--- src/aebd_pkg.sv ---
// ----------------------------------------------------------------------------
// aebd_pkg
// Shared types and constants for the ADC event buffer decoder.
// ----------------------------------------------------------------------------
package aebd_pkg;

  // Input item: one status poll or one output buffer word
  typedef struct packed {
    logic        operation;
    logic [15:0] status_word;
    logic        readout_enabled;
    logic [31:0] buffer_word;
  } in_item_t;

  // Result item
  typedef struct packed {
    logic [1:0]  kind;
    logic [12:0] adc_value;
    logic [15:0] adc_index;
    logic        last;
  } out_item_t;

  // Input operation codes
  localparam logic OP_STATUS = 1'b0;
  localparam logic OP_BUFFER = 1'b1;

  // Result kinds
  localparam logic [1:0] KIND_DATUM = 2'd0;
  localparam logic [1:0] KIND_ERROR = 2'd1;
  localparam logic [1:0] KIND_DONE  = 2'd2;
  localparam logic [1:0] KIND_SKIP  = 2'd3;

  // Buffer word type field, bits 26..24
  localparam int unsigned TYPE_LSB = 24;
  localparam int unsigned TYPE_MSB = 26;
  localparam logic [2:0] TYPE_DATA    = 3'd0;
  localparam logic [2:0] TYPE_HEADER  = 3'd2;
  localparam logic [2:0] TYPE_TRAILER = 3'd4;

  // Status word bits
  localparam int unsigned STAT_BUSY_BIT  = 2;
  localparam int unsigned STAT_READY_BIT = 0;

  // Configuration register indexes
  localparam logic [1:0] CFG_CHANNEL_OFFSET  = 2'd0;
  localparam logic [1:0] CFG_BASE_INDEX      = 2'd1;
  localparam logic [1:0] CFG_BUSY_POLL_LIMIT = 2'd2;

  // Configuration reset values
  localparam logic [5:0]  CHANNEL_OFFSET_RST  = 6'd8;
  localparam logic [15:0] BASE_INDEX_RST      = 16'd0;
  localparam logic [9:0]  BUSY_POLL_LIMIT_RST = 10'd100;

  // Result a decode step hands to the output stage
  typedef struct packed {
    logic      valid;
    out_item_t item;
  } dec_result_t;

endpackage

--- src/aebd_in_stage.sv ---
// ----------------------------------------------------------------------------
// aebd_in_stage
// Input register: captures one item and holds it until the decoder takes it.
// ----------------------------------------------------------------------------
module aebd_in_stage (
  input  logic              clk,
  input  logic              rst_n,
  input  logic              in_valid,
  output logic              in_stall,
  input  aebd_pkg::in_item_t in_item,
  input  logic              take,
  output logic              item_valid,
  output aebd_pkg::in_item_t item
);

  logic               valid_r;
  logic               valid_nxt;
  aebd_pkg::in_item_t item_r;
  logic               load;

  // Accept when empty or when the held item leaves this cycle
  assign in_stall = valid_r && !take;
  assign load     = in_valid && !in_stall;

  always_comb begin
    valid_nxt = valid_r;
    if (load) begin
      valid_nxt = 1'b1;
    end else if (take) begin
      valid_nxt = 1'b0;
    end
  end

  always_ff @(posedge clk) begin
    if (!rst_n) begin
      valid_r <= 1'b0;
    end else begin
      valid_r <= valid_nxt;
    end
    if (load) begin
      item_r <= in_item;
    end
  end

  assign item_valid = valid_r;
  assign item       = item_r;

endmodule

--- src/aebd_decode.sv ---
// ----------------------------------------------------------------------------
// aebd_decode
// Event sequencer: status polls, header, data words and trailer.
// ----------------------------------------------------------------------------
module aebd_decode (
  input  logic                  clk,
  input  logic                  rst_n,
  input  logic                  item_valid,
  input  aebd_pkg::in_item_t    item,
  input  logic [5:0]            channel_offset,
  input  logic [15:0]           base_index,
  input  logic [9:0]            busy_poll_limit,
  output aebd_pkg::dec_result_t result
);

  typedef enum logic [1:0] {
    PH_IDLE    = 2'd0,
    PH_HEADER  = 2'd1,
    PH_DATA    = 2'd2,
    PH_TRAILER = 2'd3
  } phase_t;

  phase_t      phase_r, phase_nxt;
  logic [9:0]  busy_polls_r, busy_polls_nxt;
  logic [5:0]  words_left_r, words_left_nxt;

  logic [9:0]  busy_inc;
  logic [5:0]  words_dec;
  logic [2:0]  word_type;
  logic [5:0]  chan;
  logic [15:0] idx;

  assign busy_inc  = busy_polls_r + 10'd1;
  assign words_dec = words_left_r - 6'd1;
  assign word_type = item.buffer_word[aebd_pkg::TYPE_MSB:aebd_pkg::TYPE_LSB];
  assign chan      = item.buffer_word[21:16];
  assign idx       = {10'd0, chan} - {10'd0, channel_offset} + base_index;

  always_comb begin
    phase_nxt      = phase_r;
    busy_polls_nxt = busy_polls_r;
    words_left_nxt = words_left_r;
    result         = '0;
    result.item.kind = aebd_pkg::KIND_DATUM;

    if (item_valid) begin
      case (phase_r)
        PH_IDLE: begin
          if (item.operation == aebd_pkg::OP_STATUS) begin
            if (item.status_word[aebd_pkg::STAT_BUSY_BIT]) begin
              if (busy_inc >= busy_poll_limit) begin
                // timeout: report and drop the count
                busy_polls_nxt   = '0;
                result.valid     = 1'b1;
                result.item.kind = aebd_pkg::KIND_ERROR;
                result.item.last = 1'b1;
              end else begin
                busy_polls_nxt = busy_inc;
              end
            end else begin
              busy_polls_nxt = '0;
              if (!item.readout_enabled) begin
                result.valid     = 1'b1;
                result.item.kind = aebd_pkg::KIND_SKIP;
                result.item.last = 1'b1;
              end else if (!item.status_word[aebd_pkg::STAT_READY_BIT]) begin
                result.valid     = 1'b1;
                result.item.kind = aebd_pkg::KIND_ERROR;
                result.item.last = 1'b1;
              end else begin
                phase_nxt = PH_HEADER;
              end
            end
          end
        end
        PH_HEADER: begin
          if (item.operation == aebd_pkg::OP_BUFFER) begin
            if (word_type != aebd_pkg::TYPE_HEADER) begin
              phase_nxt        = PH_IDLE;
              words_left_nxt   = '0;
              busy_polls_nxt   = '0;
              result.valid     = 1'b1;
              result.item.kind = aebd_pkg::KIND_ERROR;
              result.item.last = 1'b1;
            end else begin
              words_left_nxt = item.buffer_word[13:8];
              phase_nxt = (item.buffer_word[13:8] == 6'd0) ? PH_TRAILER : PH_DATA;
            end
          end
        end
        PH_DATA: begin
          if (item.operation == aebd_pkg::OP_BUFFER) begin
            if (word_type != aebd_pkg::TYPE_DATA) begin
              phase_nxt        = PH_IDLE;
              words_left_nxt   = '0;
              busy_polls_nxt   = '0;
              result.valid     = 1'b1;
              result.item.kind = aebd_pkg::KIND_ERROR;
              result.item.last = 1'b1;
            end else begin
              words_left_nxt        = words_dec;
              if (words_dec == 6'd0) begin
                phase_nxt = PH_TRAILER;
              end
              result.valid          = 1'b1;
              result.item.kind      = aebd_pkg::KIND_DATUM;
              result.item.adc_value = item.buffer_word[12:0];
              result.item.adc_index = idx;
              result.item.last      = 1'b0;
            end
          end
        end
        PH_TRAILER: begin
          if (item.operation == aebd_pkg::OP_BUFFER) begin
            phase_nxt        = PH_IDLE;
            words_left_nxt   = '0;
            busy_polls_nxt   = '0;
            result.valid     = 1'b1;
            result.item.last = 1'b1;
            result.item.kind = (word_type == aebd_pkg::TYPE_TRAILER) ?
                               aebd_pkg::KIND_DONE : aebd_pkg::KIND_ERROR;
          end
        end
        default: begin
          phase_nxt = PH_IDLE;
        end
      endcase
    end
  end

  always_ff @(posedge clk) begin
    if (!rst_n) begin
      phase_r      <= PH_IDLE;
      busy_polls_r <= '0;
      words_left_r <= '0;
    end else begin
      phase_r      <= phase_nxt;
      busy_polls_r <= busy_polls_nxt;
      words_left_r <= words_left_nxt;
    end
  end

endmodule

--- src/aebd_out_stage.sv ---
// ----------------------------------------------------------------------------
// aebd_out_stage
// Result register with a skid entry; the decoder waits only while the skid entry is full.
// ----------------------------------------------------------------------------
module aebd_out_stage (
  input  logic                  clk,
  input  logic                  rst_n,
  input  aebd_pkg::dec_result_t result,
  output logic                  space,
  output logic                  out_valid,
  input  logic                  out_stall,
  output aebd_pkg::out_item_t   out_item
);

  logic                main_valid_r, main_valid_nxt;
  logic                skid_valid_r, skid_valid_nxt;
  aebd_pkg::out_item_t main_r;
  aebd_pkg::out_item_t skid_r;
  logic                pop;
  logic                load_main_new;
  logic                load_main_skid;
  logic                load_skid;

  assign space = !skid_valid_r;
  assign pop   = main_valid_r && !out_stall;

  always_comb begin
    main_valid_nxt = main_valid_r;
    skid_valid_nxt = skid_valid_r;
    load_main_new  = 1'b0;
    load_main_skid = 1'b0;
    load_skid      = 1'b0;
    if (skid_valid_r) begin
      // decoder is held off while the skid entry is full
      if (pop) begin
        load_main_skid = 1'b1;
        skid_valid_nxt = 1'b0;
      end
    end else if (result.valid) begin
      if (!main_valid_r || pop) begin
        load_main_new  = 1'b1;
        main_valid_nxt = 1'b1;
      end else begin
        load_skid      = 1'b1;
        skid_valid_nxt = 1'b1;
      end
    end else if (pop) begin
      main_valid_nxt = 1'b0;
    end
  end

  always_ff @(posedge clk) begin
    if (!rst_n) begin
      main_valid_r <= 1'b0;
      skid_valid_r <= 1'b0;
    end else begin
      main_valid_r <= main_valid_nxt;
      skid_valid_r <= skid_valid_nxt;
    end
    if (load_main_new) begin
      main_r <= result.item;
    end else if (load_main_skid) begin
      main_r <= skid_r;
    end
    if (load_skid) begin
      skid_r <= result.item;
    end
  end

  assign out_valid = main_valid_r;
  assign out_item  = main_r;

endmodule

--- src/adc_event_buffer_decoder.sv ---
// Items are registered in the input stage, decoded, then registered in the result
// stage. One item per cycle while the skid entry is empty, set by the single
// decode step between the two registers; a stalled result parks in the skid entry.
// Reset (rst_n low, synchronous) empties both stages, returns the sequencer to
// idle with zero counts, and loads the register defaults (offset 8, base 0,
// busy poll limit 100).
// ----------------------------------------------------------------------------
// adc_event_buffer_decoder
// Decodes status polls and header/data/trailer buffer words of one ADC event
// into datum, error, event-complete and event-skipped results.
// ----------------------------------------------------------------------------
module adc_event_buffer_decoder (
  input  logic                clk,
  input  logic                rst_n,
  // input transaction channel
  input  logic                in_valid,
  output logic                in_stall,
  input  aebd_pkg::in_item_t  in_item,
  // result transaction channel
  output logic                out_valid,
  input  logic                out_stall,
  output aebd_pkg::out_item_t out_item,
  // configuration write port
  input  logic                cfg_we,
  input  logic [1:0]          cfg_index,
  input  logic [15:0]         cfg_wdata
);

  // Configuration registers
  logic [5:0]  channel_offset_r;
  logic [15:0] base_index_r;
  logic [9:0]  busy_poll_limit_r;

  // Stage handshake
  logic                  item_valid;
  aebd_pkg::in_item_t    item;
  logic                  out_space;
  logic                  take;
  aebd_pkg::dec_result_t result;

  // Configuration writes: index beyond the list are dropped
  always_ff @(posedge clk) begin
    if (!rst_n) begin
      channel_offset_r  <= aebd_pkg::CHANNEL_OFFSET_RST;
      base_index_r      <= aebd_pkg::BASE_INDEX_RST;
      busy_poll_limit_r <= aebd_pkg::BUSY_POLL_LIMIT_RST;
    end else if (cfg_we) begin
      case (cfg_index)
        aebd_pkg::CFG_CHANNEL_OFFSET:  channel_offset_r  <= cfg_wdata[5:0];
        aebd_pkg::CFG_BASE_INDEX:      base_index_r      <= cfg_wdata;
        aebd_pkg::CFG_BUSY_POLL_LIMIT: busy_poll_limit_r <= cfg_wdata[9:0];
        default: begin
        end
      endcase
    end
  end

  // Advance the held item whenever the output side has a free entry; items
  // that give no result advance just the same.
  assign take = item_valid && out_space;

  aebd_in_stage u_in_stage (
    .clk        (clk),
    .rst_n      (rst_n),
    .in_valid   (in_valid),
    .in_stall   (in_stall),
    .in_item    (in_item),
    .take       (take),
    .item_valid (item_valid),
    .item       (item)
  );

  // Sequencer state only moves on the cycle the item is taken
  aebd_decode u_decode (
    .clk             (clk),
    .rst_n           (rst_n),
    .item_valid      (take),
    .item            (item),
    .channel_offset  (channel_offset_r),
    .base_index      (base_index_r),
    .busy_poll_limit (busy_poll_limit_r),
    .result          (result)
  );

  aebd_out_stage u_out_stage (
    .clk       (clk),
    .rst_n     (rst_n),
    .result    (result),
    .space     (out_space),
    .out_valid (out_valid),
    .out_stall (out_stall),
    .out_item  (out_item)
  );

endmodule

--- config.mk ---
export PLATFORM = sky130hd
export DESIGN_NAME = adc_event_buffer_decoder
export DESIGN_NICKNAME = d
export VERILOG_FILES = /design/src/aebd_pkg.sv /design/src/aebd_in_stage.sv /design/src/aebd_decode.sv /design/src/aebd_out_stage.sv /design/src/adc_event_buffer_decoder.sv
export SDC_FILE = /design/constraint.sdc
export NUM_CORES = 1
export LEC_CHECK = 0
export BUFFER_PORTS_ARGS = -buffer_cell sky130_fd_sc_hd__buf_2
export CAP_MARGIN = 10
export CORE_MARGIN = 4
export CORE_UTILIZATION = 53
export DETAILED_ROUTE_END_ITERATION = 6
export GPL_ROUTABILITY_DRIVEN = 0
export HOLD_SLACK_MARGIN = 0.02
export PLACE_DENSITY = 0.77
export SETUP_SLACK_MARGIN = 0.1
export SYNTH_ARGS = -nofsm -noshare
export SYNTH_HDL_FRONTEND = slang
export SYNTH_HIERARCHICAL = 1
export SYNTH_SLANG_ARGS = --single-unit
--- constraint.sdc ---
create_clock -name clk -period 5.8 [get_ports clk]
set_clock_uncertainty 0.2 [all_clocks]
set_input_delay 1.16 -clock clk [delete_from_list [all_inputs] [get_ports clk]]
set_output_delay 1.16 -clock clk [all_outputs]
set_load 0.02 [all_outputs]
# [Word level (Yosys, flattened, before mapping)]
# Cells that the tools add are included.
[word_totals] output_inout_bits=34 mem_count=0 rom_bits=0 latchBits=0 ff_bits=149 word_cells=140 ramBits=0
[classes] n_bitwise=1 shifts=0 eq_ne=18 add_sub_neg=4 n_reduce_logical=26 mux=69 div_mod_pow=0 multipliers=0 order_cmp=1
[ops] cell="$mux 10" count=8
[ops] cell="$mux 33" count=2
[ops] cell="$mux 32" count=2
[ops] cell="$mux 29" count=2
[ops] cell="$pmux 10 s4" count=1
[ops] cell="$mux 6" count=5
[ops] cell="$mux 1" count=26
[ops] cell="$mux 3" count=8
[ops] cell="$mux 2" count=11
[ops] cell="$pmux 6 s3" count=1
[ops] cell="$add 16x16->16" count=1
[ops] cell="$ne 2x2->1 const B" count=7
[ops] cell="$logic_not 6->1" count=2
[ops] cell="$pmux 3 s4" count=1
[ops] cell="$add 10x1->10 const B" count=1
[ops] cell="$ge 10x10->1" count=1
[ops] cell="$reduce_and 9->1" count=1
[ops] cell="$pmux 2 s4" count=1
[ops] cell="$reduce_and 7->1" count=1
[ops] cell="$sub 6x6->7" count=1
[ops] cell="$eq 2x2->1 const B" count=3
[ops] cell="$ne 2x1->1 const B" count=3
[ops] cell="$reduce_and 2->1" count=3
[ops] cell="$reduce_bool 2->1" count=3
[ops] cell="other kinds (14)" count=24

# [Depth between registers and ports, before layout]
[logic_depth] ltp_word=10 mapped_depth=16 ltp_nobuf=15

# [Modules after synthesis]
# The synthesis kept the hierarchy.
[modules_own_cells] mod="aebd_decode" cells_per_inst=389 area_per_inst_um2=2896.5 instances=1
[modules_own_cells] mod="aebd_out_stage" cells_per_inst=114 area_per_inst_um2=2544.9 instances=1
[modules_own_cells] mod="aebd_in_stage" cells_per_inst=54 area_per_inst_um2=1549.0 instances=1
[modules_own_cells] mod="adc_event_buffer_decoder" cells_per_inst=126 area_per_inst_um2=1244.9 instances=1

# [Least setup slack after synthesis]
# No wires, ideal clock.
[synth_path] kind="register to register" start="reg u_decode.busy_polls_r[2]" end="reg u_out_stage.main_r (netlist bit u_out_stage/out_item[0]) (enable)" setup_slack_ps=354 required_ps=5130 path_stages_with_launch=14 period_less_slack_ps=5446 arrival_ps=4775 path_cell_list="dfxtp_1 clkbuf_1 nand3_1 nor4_1 xnor2_1 inv_1 ha_1 o21ai_0 o21ai_0 nor2_2 nor2_1 and3_1 nand2_1 a21boi_0"
[synth_lines] item="from (decl)" line_no="aebd_decode.sv:24" text="logic [9:0] busy_polls_r, busy_polls_nxt;"
[synth_lines] item="from (signal assigned)" line_no="aebd_decode.sv:138" text="busy_polls_r <= busy_polls_nxt;"
[synth_lines] item="to (signal assigned)" line_no="aebd_out_stage.sv:61" text="main_r <= result.item;"
[synth_lines] item="to (signal assigned)" line_no="aebd_out_stage.sv:63" text="main_r <= skid_r;"
[synth_lines] item="to (decl)" line_no="aebd_out_stage.sv:17" text="aebd_pkg::out_item_t main_r;"

==> flow_summary.ini <==
[run_status]
outcome = completed

[timing]
setup_viol = 0
finalCritPeriodShare = 0.772
period_minus_slack_ns = 4.48
slew_headroom = 0.290
worst_pin_slew_ns = 1.06
rsz0062_at_grt = false
tns_ns = 0
drv_slew = 0
fmax_mhz = 223
final_hold_viol_count = 0

[clock_network]
ctsResizeCount = 0
clock_sinks = 144
cts_buffers = 17
clock_path_buffers = 2
clock_latency_ns = 0.43
clk_pin_slew_ns = 0.06
post_cts.repair.setup_buffers = 0
cts_tree = built
cts_hold_buf = 0
cts_max_level = 4
cts-root-buf = clkbuf_16

[placement]
placed_area_um2 = 8060
dpl.cell_count = 900
hpwl_um = 10600
port-buffer-count = 83

[grt]
grt_max_degree = 73
grt_pass1_wl_um = 24500
grtUsageTotal = 0.189
grt_remaining_overflow = 0
antenna_found_initial = 0
grt_pass1_vias = 5132

[pwr]
p_int_uw = 1790
power.density_nw_per_um2 = 273
switching_share = 0.238
pwr-share-comb = 0.090
power.net_switching_uw = 558
clkPwrFrac = 0.428
vdd_ir_drop_max_mv = 0.212
p_leak_uw = 0.00349
power_frac_seq = 0.482

[cells_and_area]
antenna_cells = 0
nNetsFinal = 848
final_cells = 932
stdcell_area_um2 = 8600
synthToLayoutAreaGrowth_pct = 14.0
drive_gt1_frac = 0.221
fin_util = 0.617

[logic_synthesis]
avgSynthCellArea_um2 = 11.4
yosys_warnings = 6
synth_nets = 769
netlist_area_um2 = 7540
syn_inst = 660

[run]
cap_violations = 0

[setup_path]
worstSetupPathType = reg -> reg
cp.required_ns = 5.72
start_kind = register
worstPathArrival_ns = 4.39
crit_path_end_kind = register
critPathMaxFanout = 17

[routing]
first_pass_iters = 5
drc_errors = 0
wl_per_cell_um = 15.9
drt-total-wl_um = 14800
drt_first_iter_violations = 353
drt-vias-per-instance = 5.60
antenna_left = 0
num_vias = 5223

[hold_path]
hold_class = reg -> reg

[floorplan]
num_rows = 43
die_w_um = 127
dieArea_um2 = 16200
start_util = 0.541
die_y_um = 127
ios = 107
core_um2 = 13900
state kept, by name, summed over array words and instances (netlist names), 2 cells and up:
signal	count
u_out_stage/out_item	32
u_out_stage/skid_r	32
u_in_stage/item	27
base_index_r	16
busy_poll_limit_r	10
u_decode/busy_polls_r	10
channel_offset_r	6
u_decode/words_left_r	6
u_decode/phase_r	2
layout make-up:
| class | instances | area, um^2 |
|---|---|---|
| repair buffers | 87 | 445 |
| multi-input cells | 457 | 3470 |
| flip-flops and latches | 144 | 3790 |
| fillers | 1078 | 5340 |
| well taps | 180 | 225 |
| clock inverters | 14 | 115 |
| clock buffers | 18 | 429 |
| inverters | 32 | 120 |
final timing paths:
kind                      endpoint                     start  slack [ns]  cells after the start
min reg2reg    channel_offset_r[1]       channel_offset_r[1]        0.26                      2
min            channel_offset_r[1]       channel_offset_r[1]        0.26                      2
max reg2reg  u_out_stage/skid_r[7]  u_decode/busy_polls_r[2]        1.32                     13
max          u_out_stage/skid_r[7]  u_decode/busy_polls_r[2]        1.32                     13
worst max-delay path, cell delays in order (launching register included):
cell,delay (ns)
dfxtp_1,0.47
nand3_1,0.17
nor4_1,0.37
xnor2_1,0.22
inv_1,0.08
ha_1,0.29
o21ai_0,0.11
o21ai_0,0.26
nor2_2,0.16
nor2_1,0.30
and3_1,0.33
nand2_1,0.17
nor2_2,0.66
buf_4,0.37
per-layer routing:
metal / global-route usage / wire length, um / part of all wire
met3: 0.0518 / 921 / 0.062
met2: 0.296 / 6920 / 0.47
met4: 0.0688 / 252 / 0.017
met1: 0.254 / 6700 / 0.45
met5: 0 / 0 / 0
power by group through the flow:
stage / clock [uW] / sequential [uW] / combinational (uW)
floorplan: 0 / 1150 / 150
global placement: 0 / 1150 / 200
detailed placement: 0 / 1150 / 207
CTS: 1030 / 1130 / 211
global route: 1070 / 1130 / 235
finish: 1000 / 1130 / 211
cells in the final DEF (no fill, tap or decap), types with 15 or more instances in the layout:
cell	n
ha_1	34
nor2_1	25
o21ai_0	25
clkbuf_16	17
nand2_1	77
mux2i_1	33
and2_1	16
edfxtp_1	91
inv_1	31
mux2_4	30
buf_2	83
a21oi_1	15
dfxtp_1	53
metrics by stage:
stage               hold slack [ns]  total power, uW  setup WS [ns]
global placement              0.245             1350           1.56
floorplan                     0.235             1300          0.354
global route                  0.287             2440           1.01
finish                        0.262             2340           1.32
CTS                           0.264             2370           1.35
detailed placement            0.254             1360           1.40
Power figures use the tool's default switching activity.
